<file path="config.mk">
export PLATFORM = sky130hd
export DESIGN_NAME = sbc_orient
export DESIGN_NICKNAME = d
export VERILOG_FILES = /design/src/design/sbc_pkg.sv /design/src/design/sbc_orient.sv
export SDC_FILE = /design/constraint.sdc
export NUM_CORES = 1
export LEC_CHECK = 0
export BUFFER_PORTS_ARGS = -buffer_cell sky130_fd_sc_hd__buf_2
export CAP_MARGIN = 20
export CORE_MARGIN = 5
export CORE_UTILIZATION = 60
export CTS_BUF_LIST = sky130_fd_sc_hd__clkbuf_16
export CTS_CLUSTER_SIZE = 30
export DETAILED_ROUTE_END_ITERATION = 16
export GPL_TIMING_DRIVEN = 0
export HOLD_SLACK_MARGIN = 0.08
export PLACE_DENSITY_LB_ADDON = 0.15
export SLEW_MARGIN = 40
export SYNTH_ARGS = -nofsm -noshare
export SYNTH_HDL_FRONTEND = slang
export SYNTH_SLANG_ARGS = --single-unit
export TNS_END_PERCENT = 5
</file>
<file path="constraint.sdc">
create_clock -name clk -period 8.8 [get_ports clk]
set_input_delay 1.76 -clock clk [delete_from_list [all_inputs] [get_ports clk]]
set_output_delay 1.76 -clock clk [all_outputs]
set_load 0.01 [all_outputs]
</file>
<file path="src/design/sbc_pkg.sv">
// ----------------------------------------------------------------------------
// sbc_pkg
// Shared widths, types and helper functions of the step barrier crossing check.
// ----------------------------------------------------------------------------
package sbc_pkg;

	localparam int COORD_BITS = 24;
	localparam int PROB_BITS  = 16;

	localparam int DIFF_W  = COORD_BITS + 1;
	localparam int PROD_W  = 2 * DIFF_W;
	localparam int CROSS_W = PROD_W + 1;

	typedef logic signed [COORD_BITS-1:0] coord_t;
	typedef logic signed [DIFF_W-1:0]     diff_t;
	typedef logic signed [PROD_W-1:0]     prod_t;
	typedef logic signed [CROSS_W-1:0]    cross_t;
	typedef logic        [PROB_BITS-1:0]  prob_t;

	typedef enum logic [1:0] {
		TURN_COL = 2'd0,
		TURN_CW  = 2'd1,
		TURN_CCW = 2'd2
	} turn_t;

	// One captured input word: a = step start, b = step end, c/d = barrier ends.
	typedef struct packed {
		coord_t ax;
		coord_t ay;
		coord_t bx;
		coord_t by;
		coord_t cx;
		coord_t cy;
		coord_t dx;
		coord_t dy;
		prob_t  chance;
		prob_t  draw;
		logic   last;
	} item_t;

	// Coordinate differences used by the four cross products.
	typedef struct packed {
		diff_t      dyab;
		diff_t      dxab;
		diff_t      dxbc;
		diff_t      dybc;
		diff_t      dxbd;
		diff_t      dybd;
		diff_t      dycd;
		diff_t      dxcd;
		diff_t      dxda;
		diff_t      dyda;
		diff_t      dxdb;
		diff_t      dydb;
		logic [3:0] on_box;
		logic       prob_hit;
		logic       last;
	} diff_word_t;

	// Both products of each orientation test.
	typedef struct packed {
		prod_t      l1;
		prod_t      r1;
		prod_t      l2;
		prod_t      r2;
		prod_t      l3;
		prod_t      r3;
		prod_t      l4;
		prod_t      r4;
		logic [3:0] on_box;
		logic       prob_hit;
		logic       last;
	} prod_word_t;

	typedef struct packed {
		logic hit;
		logic last;
	} scan_t;

	// True when point q lies inside the bounding box spanned by p and r.
	function automatic logic in_box(input coord_t px, input coord_t py,
	                                input coord_t qx, input coord_t qy,
	                                input coord_t rx, input coord_t ry);
		logic inx;
		logic iny;
		inx = (qx <= px || qx <= rx) && (qx >= px || qx >= rx);
		iny = (qy <= py || qy <= ry) && (qy >= py || qy >= ry);
		return inx && iny;
	endfunction

	function automatic turn_t turn_of(input cross_t v);
		turn_t t;
		if (v == '0) begin
			t = TURN_COL;
		end else if (v[CROSS_W-1]) begin
			t = TURN_CCW;
		end else begin
			t = TURN_CW;
		end
		return t;
	endfunction

endpackage

</file>
<file path="src/design/sbc_orient.sv">
// ----------------------------------------------------------------------------
// sbc_orient
// Fourth stage: orientation codes, the segment intersection decision and
// the blocking decision for one barrier.
// ----------------------------------------------------------------------------
module sbc_orient (
	input  logic                clk,
	input  logic                en,
	input  sbc_pkg::prod_word_t prod_s3,
	output sbc_pkg::scan_t      scan_s4
);

	sbc_pkg::turn_t t1;
	sbc_pkg::turn_t t2;
	sbc_pkg::turn_t t3;
	sbc_pkg::turn_t t4;
	logic           meet;
	sbc_pkg::scan_t scan_d;

	always_comb begin
		t1 = sbc_pkg::turn_of(sbc_pkg::cross_t'(prod_s3.l1) - sbc_pkg::cross_t'(prod_s3.r1));
		t2 = sbc_pkg::turn_of(sbc_pkg::cross_t'(prod_s3.l2) - sbc_pkg::cross_t'(prod_s3.r2));
		t3 = sbc_pkg::turn_of(sbc_pkg::cross_t'(prod_s3.l3) - sbc_pkg::cross_t'(prod_s3.r3));
		t4 = sbc_pkg::turn_of(sbc_pkg::cross_t'(prod_s3.l4) - sbc_pkg::cross_t'(prod_s3.r4));
		// General crossing, or a collinear endpoint lying on the other segment.
		meet = (t1 != t2 && t3 != t4)
		    || (t1 == sbc_pkg::TURN_COL && prod_s3.on_box[0])
		    || (t2 == sbc_pkg::TURN_COL && prod_s3.on_box[1])
		    || (t3 == sbc_pkg::TURN_COL && prod_s3.on_box[2])
		    || (t4 == sbc_pkg::TURN_COL && prod_s3.on_box[3]);
		scan_d.hit  = meet && prod_s3.prob_hit;
		scan_d.last = prod_s3.last;
	end

	always_ff @(posedge clk) begin
		if (en) begin
			scan_s4 <= scan_d;
		end
	end

endmodule

</file>
==> impl_metrics.toml <==
[routing]
drt-total-wl_um = 57500
antenna_left = 0
wl_per_cell_um = 19.0
drt_iter0_drc = 2539
vias_per_cell = 6.57
drc_errors = 0
drt-pass1-iter-count = 6
vias = 19900

[final_layout]
postLayoutCellArea_mm2 = 0.0170
regMostFlops = "scan_s4"
reg_top3 = "scan_s4: 2 flops"
syn_to_final_growth_pct = 17.5
num-nets-final = 3326
utilization_pct = 71.9
largest_reg_flops = 2
layout-drive-gt1-share_pct = 18.4

[clocking]
numCtsBuffers = 3
cts_buffer_depth = 2
post_cts_buffers = 0
clk_pin_slew_ns = 0.03
root_buffer = "clkbuf_16"
cts_sinks = 2
cts_resized = 0
ctsHoldBuffers = 0
cts_htree_levels = 1
cts_tree = "yes"

[power_and_ir_drop]
p_per_area_mw_per_mm2 = 77.3
ir_drop_mv = 0.0622
power_leakage_uw = 0.00821

[setup_path]
cp_cell_sequence = "buf_2, inv_1, ha_1, inv_1, fa_1, xor2_1, nor4b_1, o221ai_1, or4_1, nor4_1, nand4_1, a2111oi_0, and4_1, o2111ai_1, nor4_1, xor2_1, nor3_1, o31ai_2"
startpoint_type = "primary input"
path_max_fanout = 2
cp_data_required_time_ns = 8.81
cp.buffers_inverters = 3
path_delay_family = "simple AND/OR/NAND/NOR gates"
cpMaxStageDelayCell = "a2111oi_0"
arrival_ns = 6.41
path_class = "in2reg"
cp-end-kind = "register"
slowest_delay_ns = 0.71

[place]
portBuffers = 409
gp_congestion = 1.07
dp_hpwl_um = 49200
place_area_mm2 = 0.0169
dp_slack_ns = 2.36

[floorplan]
die_x_um = 165
die-area_mm2 = 0.0273
fp-row-count = 56
coreArea_mm2 = 0.0236
die_height_um = 165
io_pins = 410
initial_core_util_pct = 61.2

[yosys]
ys.flop_type = "edfxtp_1"
syn_area_mm2 = 0.0145
synth_compound_area_share_pct = 37.7
synth_fp_nets = 2912
synth_xor_area_share_pct = 6.00
synthMuxAreaShare_pct = 1.92
synth_edf_count = 2
ys_seq_area_share_pct = 0.416
synth_warnings = 0
synth_cell_type_count = 92
synth_top_family_by_area = "compound AO/OA/AOI/OAI gates"
postSynthCellCount = 2300
ys_seq_elements = 2
avgSynthCellArea_um2 = 6.28
synth_fa_ha_area_share_pct = 17.9
synthArstFlopShare_pct = 0
synth-simple-area-share_pct = 26.4

[grt]
grt_overflow = 0
antenna_found_initial = 1
grt_pass1_wl_um = 89500
grt_usage_pct = 39.0
grt_pass1_vias = 19000
grt_start_max_net_pins = 11

[timing]
hold_violations = 0
slew_violations = 0
fmax_mhz = 156
fin_crit_sh_pct = 72.7
setup_tns_ns = 0
tightest_slew_ns = 0.916
finalSetupViolCount = 0
setup_ws_ns = 2.40
whs_ns = 1.73
slew_headroom_pct = 38.3
rsz0062_at_grt = "false"
fin_crit_ns = 6.40

[min_path]
hold_class = "in2reg"

[run_status]
status = "finished, final reports clean"

[job]
cap_violations = 0
==> report_power, final <==
| part | internal (uW) | total, uW | switching [uW] |
|---|---|---|---|
| Sequential | 11.7 | 11.8 | 0.154 |
| Clock | 57.9 | 69.2 | 11.3 |
| Combinational | 471 | 1230 | 760 |
==> final timing paths <==
kind	to	slack, ns	cells after the start	start
max	scan_s4[1]	2.40	18	prod_s3[256]
min	scan_s4[0]	1.73	1	prod_s3[0]
==> final cells by class <==
class | instances | area (um^2)
diodes | 1 | 2.50
plain buffers | 98 | 448
clock buffers | 3 | 75.1
fillers | 2079 | 6640
inverters | 256 | 961
multi-input cells | 1944 | 13000
flip-flops and latches | 2 | 60.1
well taps | 319 | 399
repair buffers | 409 | 2050
==> stage by stage <==
step                std cells  total power [uW]
floorplan                2300               841
global placement         3028              1160
detailed placement       3028              1190
CTS                      3031              1270
global route             3032              1420
finish                   3032              1310
==> cells in the final DEF, fill, tap and decap left out, types with 13 or more instances in the layout <==
cell,synthesis,final
nor2_1,164,164
ha_1,200,200
o21a_1,47,47
nor3_1,48,48
clkbuf_1,61,61
xor2_1,48,48
a211oi_1,29,29
a21o_1,49,49
o21ai_0,171,171
a31oi_1,33,33
buf_2,30,439
nand2_1,237,237
o21ai_1,14,14
nor2b_1,16,16
o22ai_1,17,17
nand3_1,65,65
or3_1,18,18
o31ai_1,16,16
nand2b_1,16,16
mux2i_1,21,21
xnor2_1,51,51
and2_1,14,14
o211ai_1,32,32
o21bai_1,24,24
a21oi_1,253,253
nand4_1,85,85
and3_1,18,18
nor4_1,29,29
inv_1,256,256
o2111ai_1,13,13
==> cell usage after synthesis (all sizes together) (14+ instances only) <==
master    n  area share (%)
ha      200              17
and2     14            0.61
xnor2    51             3.1
o21a     47             2.4
nor4     30             1.3
a21o     50             2.6
o21ai   186             6.5
o211ai   32             1.7
nand4    85             3.7
o31ai    17            0.92
nand2   237             6.2
a31oi    34             1.6
inv     256             6.6
o21bai   24             1.2
nand3    65             2.3
mux2i    21             1.5
nand2b   16            0.69
nor3     48             1.7
o22ai    17            0.74
a211oi   32             1.8
xor2     48             2.9
or3      18            0.78
nor2b    16            0.69
nor2    165             4.3
a21oi   258             9.1
buf      35             1.3
clkbuf   63             1.8
and3     18            0.78
==> routing by layer <==
| metal | wire (um) | track usage [%] | share of wire (%) | vias to the layer above |
|---|---|---|---|---|
| met4 | 3610 | 21.9 | 6.3 | 0 |
| met1 | 21900 | 46.9 | 38 | 8842 |
| li1 | - | - | - | 9355 |
| met5 | 0 | 0 | 0 | - |
| met3 | 5900 | 6.38 | 10 | 310 |
| met2 | 26100 | 65.8 | 45 | 1427 |
==> cell families after synthesis <==
family,after synthesis
AOI/OAI and AO/OA,841
muxes,26
and+or+nand+nor,774
buffers and inverters,354
DFF,2
adders and majority gates,204
xor gates and xnor gates,99
Note: power is estimated with default switching activity, not from simulation.
