File: src/design/sbc_pkg.sv
// ----------------------------------------------------------------------------
// sbc_pkg
// Shared widths, types and helper functions of the step barrier crossing check.
// ----------------------------------------------------------------------------
package sbc_pkg;

	localparam int COORD_BITS = 24;
	localparam int PROB_BITS  = 16;

	localparam int DIFF_W  = COORD_BITS + 1;
	localparam int PROD_W  = 2 * DIFF_W;
	localparam int CROSS_W = PROD_W + 1;

	typedef logic signed [COORD_BITS-1:0] coord_t;
	typedef logic signed [DIFF_W-1:0]     diff_t;
	typedef logic signed [PROD_W-1:0]     prod_t;
	typedef logic signed [CROSS_W-1:0]    cross_t;
	typedef logic        [PROB_BITS-1:0]  prob_t;

	typedef enum logic [1:0] {
		TURN_COL = 2'd0,
		TURN_CW  = 2'd1,
		TURN_CCW = 2'd2
	} turn_t;

	// One captured input word: a = step start, b = step end, c/d = barrier ends.
	typedef struct packed {
		coord_t ax;
		coord_t ay;
		coord_t bx;
		coord_t by;
		coord_t cx;
		coord_t cy;
		coord_t dx;
		coord_t dy;
		prob_t  chance;
		prob_t  draw;
		logic   last;
	} item_t;

	// Coordinate differences used by the four cross products.
	typedef struct packed {
		diff_t      dyab;
		diff_t      dxab;
		diff_t      dxbc;
		diff_t      dybc;
		diff_t      dxbd;
		diff_t      dybd;
		diff_t      dycd;
		diff_t      dxcd;
		diff_t      dxda;
		diff_t      dyda;
		diff_t      dxdb;
		diff_t      dydb;
		logic [3:0] on_box;
		logic       prob_hit;
		logic       last;
	} diff_word_t;

	// Both products of each orientation test.
	typedef struct packed {
		prod_t      l1;
		prod_t      r1;
		prod_t      l2;
		prod_t      r2;
		prod_t      l3;
		prod_t      r3;
		prod_t      l4;
		prod_t      r4;
		logic [3:0] on_box;
		logic       prob_hit;
		logic       last;
	} prod_word_t;

	typedef struct packed {
		logic hit;
		logic last;
	} scan_t;

	// True when point q lies inside the bounding box spanned by p and r.
	function automatic logic in_box(input coord_t px, input coord_t py,
	                                input coord_t qx, input coord_t qy,
	                                input coord_t rx, input coord_t ry);
		logic inx;
		logic iny;
		inx = (qx <= px || qx <= rx) && (qx >= px || qx >= rx);
		iny = (qy <= py || qy <= ry) && (qy >= py || qy >= ry);
		return inx && iny;
	endfunction

	function automatic turn_t turn_of(input cross_t v);
		turn_t t;
		if (v == '0) begin
			t = TURN_COL;
		end else if (v[CROSS_W-1]) begin
			t = TURN_CCW;
		end else begin
			t = TURN_CW;
		end
		return t;
	endfunction

endpackage

File: src/design/sbc_prep.sv
// ----------------------------------------------------------------------------
// sbc_prep
// Second stage: coordinate differences, on-segment box tests and the
// probability compare.
// ----------------------------------------------------------------------------
module sbc_prep (
	input  logic                clk,
	input  logic                en,
	input  sbc_pkg::item_t      item,
	output sbc_pkg::diff_word_t diff_s2
);

	sbc_pkg::diff_word_t diff_d;

	always_comb begin
		diff_d.dyab = sbc_pkg::diff_t'(item.by) - sbc_pkg::diff_t'(item.ay);
		diff_d.dxab = sbc_pkg::diff_t'(item.bx) - sbc_pkg::diff_t'(item.ax);
		diff_d.dxbc = sbc_pkg::diff_t'(item.cx) - sbc_pkg::diff_t'(item.bx);
		diff_d.dybc = sbc_pkg::diff_t'(item.cy) - sbc_pkg::diff_t'(item.by);
		diff_d.dxbd = sbc_pkg::diff_t'(item.dx) - sbc_pkg::diff_t'(item.bx);
		diff_d.dybd = sbc_pkg::diff_t'(item.dy) - sbc_pkg::diff_t'(item.by);
		diff_d.dycd = sbc_pkg::diff_t'(item.dy) - sbc_pkg::diff_t'(item.cy);
		diff_d.dxcd = sbc_pkg::diff_t'(item.dx) - sbc_pkg::diff_t'(item.cx);
		diff_d.dxda = sbc_pkg::diff_t'(item.ax) - sbc_pkg::diff_t'(item.dx);
		diff_d.dyda = sbc_pkg::diff_t'(item.ay) - sbc_pkg::diff_t'(item.dy);
		diff_d.dxdb = sbc_pkg::diff_t'(item.bx) - sbc_pkg::diff_t'(item.dx);
		diff_d.dydb = sbc_pkg::diff_t'(item.by) - sbc_pkg::diff_t'(item.dy);
		// Bit i pairs with orientation test i+1 (t1..t4) later on.
		diff_d.on_box[0] = sbc_pkg::in_box(item.ax, item.ay, item.cx, item.cy,
		                                   item.bx, item.by);
		diff_d.on_box[1] = sbc_pkg::in_box(item.ax, item.ay, item.dx, item.dy,
		                                   item.bx, item.by);
		diff_d.on_box[2] = sbc_pkg::in_box(item.cx, item.cy, item.ax, item.ay,
		                                   item.dx, item.dy);
		diff_d.on_box[3] = sbc_pkg::in_box(item.cx, item.cy, item.bx, item.by,
		                                   item.dx, item.dy);
		diff_d.prob_hit  = item.draw > item.chance;
		diff_d.last      = item.last;
	end

	always_ff @(posedge clk) begin
		if (en) begin
			diff_s2 <= diff_d;
		end
	end

endmodule

File: config.mk
export PLATFORM = sky130hd
export DESIGN_NAME = sbc_prep
export DESIGN_NICKNAME = d
export VERILOG_FILES = /design/src/design/sbc_pkg.sv /design/src/design/sbc_prep.sv
export SDC_FILE = /design/constraint.sdc
export NUM_CORES = 1
export LEC_CHECK = 0
export ABC_AREA = 1
export BUFFER_PORTS_ARGS = -buffer_cell sky130_fd_sc_hd__buf_2
export CORE_AREA = 2 2 287 289
export DETAILED_ROUTE_END_ITERATION = 6
export DIE_AREA = 0 0 289 291
export SYNTH_ARGS = -nofsm -noshare
export SYNTH_HDL_FRONTEND = slang
export SYNTH_SLANG_ARGS = --single-unit
File: constraint.sdc
create_clock -name clk -period 2.8 [get_ports clk]
set_input_delay 0.56 -clock clk [delete_from_list [all_inputs] [get_ports clk]]
set_output_delay 0.56 -clock clk [all_outputs]
set_load 0.02 [all_outputs]
==> qor.csv, run 1 <==
metric,value,unit
status,"complete, no violations",
synthesized flop and latch total,304,
final period utilization,83.5,%
"Slew Viols, Final",0,
grt total ovfl,0,
Syn Area/Cell,7.87,um^2
Post-Synth XOR/XNOR Area,8.37,%
MaxCap Viol Count,0,
Buffers on Ports,532,
total track usage,28.5,%
initial antenna violation count,5,
antenna-violating nets left,0,
routed vias,27800,
Worst Path Required,3.14,ns
Sw Ratio,38.7,%
library cells used by synthesis,50,
hold buffer count at CTS,0,
CORE AREA,0.0812,mm^2
Mapped Cells,3563,
FP Rows,105,
worst hold margin,0.165,ns
post-synthesis simple-gate area fraction,22.1,%
largest net degree at the start of global routing,76,
most flop-heavy register,diff_s2,
First DRT Iteration DRCs,1591,
register area share after synthesis,32.6,%
share of layout cells above drive strength 1,25.9,%
Net Sw Power,0.00747,W
first-pass GRT wire length,175000,um
biggest regs,diff_s2: 304 flops,
GP Congestion,1.08,
CTS tree,built,
CTS Root Cell,clkbuf_16,
Leak,18.8,nW
synth warn,0,
DRC Markers,0,
Arrival @ worst endpoint,2.68,ns
post-synthesis mux area share,0,%
Fillers,8396,
number of top-level pins,533,
CP startpoint kind,input port,
Max Buffers Root-to-Sink,3,
adder-cell share of the synthesized area,16.6,%
Worst-Margin Slew,0.753,ns
Largest register FFs,304,
H-Tree Depth,2,
Area Growth Syn to Fin,30.1,%
Netlist Area Pre-Place,0.0280,mm^2
Total Wirelength,122000,um
min cycle time layout,2.34,ns
Final Hold Vio Count,0,
endpoint type of the worst setup path,register,
Num Clock Sinks,304,
post-synthesis compound-gate area fraction,11.5,%
drt first pass iters,5,
top_reg_cell synth,edfxtp_1,
Nets,5138,
number of enable flip-flop cells after synthesis,304,
Initial Util,34.5,%
Hold Crit Class,input port to register,
Die Y,291,um
Clk pwr share,26.1,%
WL/cell,21.7,um
clk slew on worst S/H paths,0.07,ns
pwr dens,530,mW/mm^2
Sequential Power Share,32.7,%
final core occ,44.9,%
post-CTS resize count,0,
fmax,0.428,GHz
combinational share of power,41.2,%
Synth Net Count,4154,
vias in the first global route,28400,
unrepaired setup endpoints after global routing,false,
relative slew slack,49.4,%
crit path kind,input port to register,
die width,289,um
internal power,0.0119,W
Worst VDD drop,0.000453,V
count of final setup violators,0,
Vias/cell,4.92,
number of buffers created by CTS,38,
largest family of logic cells by synthesized area,simple AND/OR/NAND/NOR gates,
Post-CTS Setup Repair Bufs,0,
Async SR Flop Fraction,0,%
HPWL Detailed,107000,um
Die Footprint,0.0841,mm^2
Max Fanout on Critical Path,3,
[worst max-delay path, stage by stage]
cell and delay [ns]:
buf_2 0.13, inv_1 0.05, ha_1 0.22, fa_1 0.43
inv_1 0.10, nand2_1 0.05, nand3_1 0.06, nand3_1 0.10
nand2_1 0.21, nand2_1 0.10, nand3_2 0.10, nand2_2 0.06
a21oi_2 0.27, nand2_1 0.09, nand2_1 0.09, nor2_2 0.04
[cell families after synthesis]
group	Yosys count
AOI/OAI and AO/OA	569
xor gates and xnor gates	268
adders and majority gates	364
buffers and inverters	620
DFF	304
and+or+nand+nor	1438
[path summary, 6_finish.rpt]
check / from / end / depth (start not counted)
worst min-delay path: item[0] / diff_s2[0] / 1
worst max-delay path: item[105] / diff_s2[5] / 16
[synth_stat cells, drive strengths merged (19+ instances only)]
cell	n	share of area (%)
a21o	28	0.75
a21oi	331	6.1
buf	43	1.2
edfxtp	304	33
ha	352	16
inv	576	7.7
nand2	933	13
nand3	134	2.7
nand4	19	0.42
nor2	268	4.1
nor3	46	0.91
nor4	21	0.65
o21ai	127	2.4
o21bai	32	0.86
xnor2	79	2.5
xor2	189	5.9
[per-layer routing]
layer / up-vias / track usage [%] / share of wire (%)
met5: - / 0 / 0
met4: 0 / 14.0 / 5.7
met3: 197 / 2.90 / 4.7
met2: 870 / 52.0 / 50
met1: 13000 / 32.7 / 39
li1: 13700 / - / -
[cell type report]
cell class | instances | area (um^2) | share of cell area (%)
multi-input combinational | 2639 | 16400 | 45.0
sequential | 304 | 9130 | 25.0
antenna | 2 | 5.00 | 0.0137
clock buffer | 42 | 987 | 2.71
inverter | 576 | 2160 | 5.93
clock inverter | 25 | 243 | 0.665
timing repair buffer | 988 | 6210 | 17.0
tap | 1070 | 1340 | 3.67
[power groups by stage]
stage	registers [W]	logic (W)	clock network, W
6_report	0.00633	0.00796	0.00504
4_1_cts	0.00635	0.00795	0.00517
5_1_grt	0.00639	0.00857	0.00532
3_3_place_gp	0.00642	0.00793	0
3_5_place_dp	0.00642	0.00791	0
2_1_floorplan	0.00731	0.00329	0
[cell usage in the layout, fill, tap and decap left out, types with 18 or more instances in the layout]
cell,synthesis,final
nand2_1,893,893
inv_1,569,569
buf_2,3,531
buf_4,36,447
ha_1,352,352
a21oi_1,318,318
edfxtp_1,304,304
nor2_1,237,237
xor2_1,189,189
nand3_1,117,117
o21ai_0,101,101
xnor2_1,79,79
nor3_1,42,42
clkbuf_16,0,39
nand2_2,37,37
o21bai_1,32,32
a21o_1,28,28
nor2_2,22,22
nand4_1,19,19
a31oi_1,18,18
[per-stage QoR]
stage                     worst slack [ns]  cells  cell area (um^2)  TNS (ns)  power [W]
after floorplan                      0.464   3563             28000         0     0.0106
after global placement              -0.286   5577             35300    -0.737     0.0143
after detailed placement            -0.180   5577             35300    -0.591     0.0143
after CTS                            0.436   5644             36500         0     0.0195
after global routing                 0.325   5646             36500         0     0.0203
final                                0.463   5646             36500         0     0.0193
Note: power is estimated with default switching activity, not from simulation.
==> inputs of run 2 (changes only) <==
- ABC_AREA: 1 -> 0
- CORE_AREA: 2 2 287 289 -> 2 2 271 273
- DIE_AREA: 0 0 289 291 -> 0 0 273 275
- clock period: 2.8 -> 2.2 ns (I/O delays scaled with it)
==> run 2 against run 1 <==
Compared with the run above:
- the flow now finishes with violations (setup timing)
- clock-buffer cell count unchanged
- first-iteration DRC count increased by 5.0%
- worst setup slack got worse by 1.1 ns
- die area decreased by 11%
- via count decreased by 5.1%
- sequential share of layout area decreased by 3.8 points
- largest cell class unchanged
- flip-flop and latch count unchanged
- critical endpoint is now diff_s2[305]
==> qor.csv, run 2 <==
metric,value,unit,change
CTS Root Cell,clkbuf_16,,
Critical Path Stages,14,,-2
status,finished with violations,,
Largest register FFs,304,,unchanged
cells along the critical path,"buf_12, inv_12, ha_4, fa_2, nor2b_4, o31a_1, o41ai_4, a31oi_2, o41ai_4, buf_4, o21ai_4, or4_4, a311oi_2, mux2_4",,
Buffers on Ports,532,,unchanged
final period utilization,128,%,
min cycle time layout,2.81,ns,
number of enable flip-flop cells after synthesis,304,,unchanged
"slowest stage delay, CP",0.46,ns,+0.03 ns
worst hold margin,0.0529,ns,-0.112 ns
worst path bufs/invs,3,,unchanged
CTS tree,built,,
Netlist Area Pre-Place,0.0251,mm^2,-10%
MaxCap Viol Count,0,,unchanged
synth warn,0,,unchanged
"Slew Viols, Final",0,,unchanged
CP startpoint kind,input port,,
"most common cell after layout, fill and taps aside",buf_4,,
DRC Markers,0,,unchanged
"commonest cells after routing, fill and taps aside","buf_4 (1045), buf_2 (498), edfxtp_1 (304)",,
Num Clock Sinks,304,,unchanged
Area Growth Syn to Fin,71.2,%,
area of the multi-input gates,0.0182,mm^2,+11%
Fillers,6212,,-26%
Max Fanout on Critical Path,2,,-1
Leak,20.6,nW,+9.3%
grt total ovfl,0,,unchanged
FP Rows,99,,-5.7%
CP most frequent cell,o41ai_4,,
ranking of synthesized cells by area,"edfxtp_1 (36%), ha_1 (18%), xnor2_1 (6.0%), a21oi_1 (4.5%), inv_1 (4.1%)",,
total track usage,27.9,%,-0.55 points
Worst-Margin Slew,0.510,ns,-0.243 ns
number of top-level pins,533,,unchanged
Worst path slowest cell,or4_4,,
Final Hold Vio Count,0,,unchanged
count of final setup violators,114,,+114
H-Tree Depth,2,,unchanged
antenna-violating nets left,0,,unchanged
Mapped Cells,2595,,-27%
die width,273,um,-5.5%
area taken by flip-flops and latches,0.00913,mm^2,unchanged
first-pass GRT wire length,157000,um,-10%
GP Congestion,0.994,,-8.3%
initial antenna violation count,10,,+5
library cells used by synthesis,70,,+40%
top_reg_cell synth,edfxtp_1,,
Worst Path Required,2.65,ns,-0.49 ns
vias in the first global route,26700,,-5.8%
most flop-heavy register,diff_s2,,
Post-synth top cells,"ha_1 (352), edfxtp_1 (304), inv_1 (274)",,
Hold Path Cell Cnt,1,,unchanged
Die Y,275,um,-5.5%
cell taking the most area after synthesis,edfxtp_1,,
Total Wirelength,108000,um,-11%
share of layout cells above drive strength 1,52.3,%,+26 points
CORE AREA,0.0723,mm^2,-11%
hold buffer count at CTS,0,,unchanged
synthesized flop and latch total,304,,unchanged
fin cells,5265,,-6.7%
Worst VDD drop,0.000597,V,+32%
Nets,4867,,-5.3%
Inst Count DP,5104,,-8.5%
fin worst setup slack,-0.613,ns,-1.08 ns
relative slew slack,65.8,%,+16 points
register area share after synthesis,36.3,%,+3.8 points
Arrival @ worst endpoint,3.26,ns,+0.58 ns
Syn Area/Cell,9.68,um^2,+23%
largest net degree at the start of global routing,64,,-16%
unrepaired setup endpoints after global routing,true,,
endpoint type of the worst setup path,register,,
Initial Util,34.7,%,+0.20 points
routed vias,26400,,-5.1%
HPWL Detailed,90800,um,-15%
Die Footprint,0.0751,mm^2,-11%
Synth Net Count,3186,,-23%
biggest regs,diff_s2: 304 flops,,
Async SR Flop Fraction,0,%,unchanged
fmax,0.356,GHz,
WL/cell,20.6,um,-4.9%
share of the synthesized area in the top cell type,36.3,%,+3.8 points
failing checks,setup timing,,
crit path kind,input port to register,,
drt first pass iters,5,,unchanged
clk slew on worst S/H paths,0.06,ns,about the same
crit-path leading delay family,compound AO/OA/AOI/OAI gates,,
pwr dens,610,mW/mm^2,+15%
First DRT Iteration DRCs,1670,,+5.0%
"count leader, synth",ha_1,,
Vias/cell,5.01,,+1.8%
Hold Crit Class,input port to register,,
number of buffers created by CTS,37,,-2.6%
Max Buffers Root-to-Sink,3,,unchanged
==> run 2: cell count changes in the layout (fill, tap and decap cells not counted), moves of 51 or more <==
cell     delta
nand2_1   -791
buf_4     +598
inv_1     -337
a21oi_1   -178
xor2_1    -136
buf_6     +122
a21o_1    +104
nor2_1     -79
o21a_1     +76
ha_1       -74
nand3_1    -73
ha_4       +66
xnor2_1    +61
a21oi_2    +51
==> run 2: area by class of cell <==
class,instances,area share (%)
inverter,274,2.81
clock buffer,42,2.20
timing repair buffer,1689,28.2
multi-input combinational,1970,42.3
sequential,304,21.2
clock inverter,23,0.538
tap,959,2.79
antenna,4,0.0233
==> run 2: logic make-up after synthesis <==
group | share of synthesized area (%)
compound gates | 20.1
xor+xnor | 8.43
fa+ha+maj | 18.5
buf+inv | 4.83
flops | 36.3
mux | 0.259
simple gates | 11.6
==> run 2: power by group <==
group / switching [W] / total [W] / internal [W]
clock network: 0.00263 / 0.00611 / 0.00348
registers: 0.000350 / 0.00799 / 0.00764
logic: 0.00649 / 0.0121 / 0.00564
total: 0.00947 / 0.0262 / 0.0168
==> run 2: routing by layer <==
metal	part of all wire (%)	global-route usage [%]
met1	41	34.7
met2	49	48.8
met3	5.8	4.07
met4	3.8	10.7
met5	0.049	0
==> run 2: path summary, 6_finish.rpt <==
| kind | from | to | slack, ns |
|---|---|---|---|
| setup / recovery | item[129] | diff_s2[305] | -0.61 |
| hold / removal | item[0] | diff_s2[0] | 0.05 |
==> run 2: timing repair <==
item / CTS / global route
pin swaps: 245 / 194
buffers inserted: 86 / 55
setup endpoints to repair: 137 / 150
gates cloned: 0 / 0
gates resized for setup: 450 / 189
==> run 2: stage by stage <==
step	util [%]	setup TNS, ns	area [um^2]	setup WS, ns	total power [W]
floorplan	-	-25.24	26600	-0.651	0.0134
global placement	52.8	-153.47	38200	-1.32	0.0188
detailed placement	52.8	-156.41	38200	-1.39	0.0188
CTS	58.1	-20.03	42100	-0.591	0.0259
global route	59.5	-28.98	43000	-0.699	0.0275
finish	59.5	-20.58	43000	-0.613	0.0262
==> inputs of run 3 (changes only) <==
- BUFFER_PORTS_ARGS: -buffer_cell sky130_fd_sc_hd__buf_2 -> -buffer_cell sky130_fd_sc_hd__buf_4
- PLACE_DENSITY: unset -> 0.62
==> run 3 against run 2 <==
Compared with the run above:
- the run still ends with setup timing left
- wire length up 2.5%
- first-iteration DRC count down 0.54%
- sequential power up 1%
==> qor.csv, run 3 (synthesis results as in run 2) <==
metric,value,unit,change
status,finished with violations,,
failing checks,setup timing,,
fin worst setup slack,-0.605,ns,+0.00750 ns
final core occ,62.3,%,+2.8 points
crit path kind,input port to register,,
worst hold margin,0.0465,ns,-0.00647 ns
GP Congestion,0.972,,-2.2%
clk slew on worst S/H paths,0.06,ns,about the same
number of top-level pins,533,,unchanged
HPWL Detailed,92200,um,+1.5%
setup TNS,-24.52,ns,-3.93 ns
antenna-violating nets left,0,,unchanged
drt first pass iters,5,,unchanged
Worst Path Required,2.64,ns,about the same
Critical Path Stages,14,,unchanged
Total Wirelength,111000,um,+2.5%
Die Y,275,um,unchanged
fmax,0.356,GHz,+0.27%
"slowest stage delay, CP",0.46,ns,about the same
final period utilization,128,%,-0.34 points
Worst-Margin Slew,0.526,ns,+0.0161 ns
count of final setup violators,126,,+11%
pwr dens,615,mW/mm^2,+0.92%
CP most frequent cell,o41ai_4,,
hold worst-path end,diff_s2[0],,
WL/cell,21.0,um,+1.7%
unrepaired setup endpoints after global routing,true,,
die width,273,um,unchanged
Leak,21.4,nW,+4.0%
first-pass GRT wire length,159000,um,+1.3%
pre-CTS setup slack,-1.41,ns,-0.0161 ns
Arrival @ worst endpoint,3.25,ns,about the same
relative slew slack,64.5,%,-1.3 points
CTS Root Cell,clkbuf_16,,
worst path bufs/invs,3,,unchanged
number of buffers created by CTS,38,,+2.7%
First DRT Iteration DRCs,1661,,-0.54%
grt total ovfl,0,,unchanged
CORE AREA,0.0723,mm^2,unchanged
Vias/cell,5.02,,+0.27%
Buffers on Ports,532,,unchanged
Num Clock Sinks,304,,unchanged
Power Total,0.0277,W,+5.7%
Initial Util,34.7,%,unchanged
CP startpoint kind,input port,,
hold path startpoint,item[0],,
"commonest cells after routing, fill and taps aside","buf_4 (1575), edfxtp_1 (304), ha_1 (274)",,
min cycle time layout,2.81,ns,-0.00750 ns
Worst VDD drop,0.000557,V,-6.8%
DRC Markers,0,,unchanged
FP Rows,99,,unchanged
crit-path leading delay family,compound AO/OA/AOI/OAI gates,,
Hold Path Cell Cnt,1,,unchanged
MaxCap Viol Count,0,,unchanged
endpoint type of the worst setup path,register,,
total track usage,28.2,%,+0.34 points
Max Fanout on Critical Path,3,,+1
most flop-heavy register,diff_s2,,
initial antenna violation count,3,,-7
biggest regs,diff_s2: 304 flops,,
"Slew Viols, Final",0,,unchanged
Die Footprint,0.0751,mm^2,unchanged
Nets,4912,,+0.92%
Area Growth Syn to Fin,79.3,%,
CTS tree,built,,
share of layout cells above drive strength 1,53.3,%,+0.98 points
"most common cell after layout, fill and taps aside",buf_4,,
hold buffer count at CTS,0,,unchanged
H-Tree Depth,2,,unchanged
Hold Crit Class,input port to register,,
routed vias,26700,,+1.1%
Max Buffers Root-to-Sink,3,,unchanged
Largest register FFs,304,,unchanged
cells along the critical path,"buf_12, inv_12, ha_4, fa_2, nor2b_4, o31a_1, o41ai_4, a31oi_4, o41ai_4, buf_4, o21ai_4, or4_4, a311oi_2, mux2_4",,
Worst path slowest cell,or4_4,,
Final Hold Vio Count,0,,unchanged
largest net degree at the start of global routing,68,,+6.3%
vias in the first global route,26900,,+0.56%
## run 3: cell types whose count changed in the layout (fill, tap and decap cells not counted), moves of 10 or more
cell,before,now
buf_4,1045,1575
ha_4,66,76
xnor2_2,28,39
xnor2_1,140,127
buf_2,498,0
## run 3: area by class of cell
cell class	count	area, um^2
clock buffers	45	1040
repair buffers	1733	13800
flip-flops and latches	304	9130
diodes	1	2.50
inverters	274	1210
well taps	959	1200
fillers	5914	27300
multi-input cells	1970	18400
clock inverters	23	273
## run 3: worst max path at each step
stage,slack [ns],start,endpoint
floorplan,-0.65,item[57],diff_s2[130]
global placement,-1.32,item[206],diff_s2[4]
detailed placement,-1.41,item[129],diff_s2[305]
CTS,-0.55,item[129],diff_s2[305]
global route,-0.65,item[153],diff_s2[280]
finish,-0.61,item[129],diff_s2[305]
## run 3: routing by layer
layer	track usage, %	wire length, um	part of all wire, %	vias up
li1	-	-	-	12900
met4	10.2	4700	4.2	4
met2	49.1	53800	48	813
met3	4.43	6930	6.2	199
met1	35.5	45800	41	12800
met5	0	27	0.024	-
## run 3: repair_timing
item	in CTS	in global routing
pin swaps	233	245
setup buffers	93	88
endpoints found under the setup margin	137	158
gates resized for setup	404	238
## run 3: power breakdown
group | total, W | internal, W | switching (W)
combinational | 0.0129 | 0.00633 | 0.00661
sequential | 0.00807 | 0.00765 | 0.000421
clock | 0.00671 | 0.00400 | 0.00271
total | 0.0277 | 0.0180 | 0.00975
## run 3: metrics by stage
step	area, um^2	std cells
4_1_cts	43600	5269
6_report	45100	5309
5_1_grt	45100	5309
3_5_place_dp	39700	5126
3_3_place_gp	39700	5126
2_1_floorplan	26600	2595
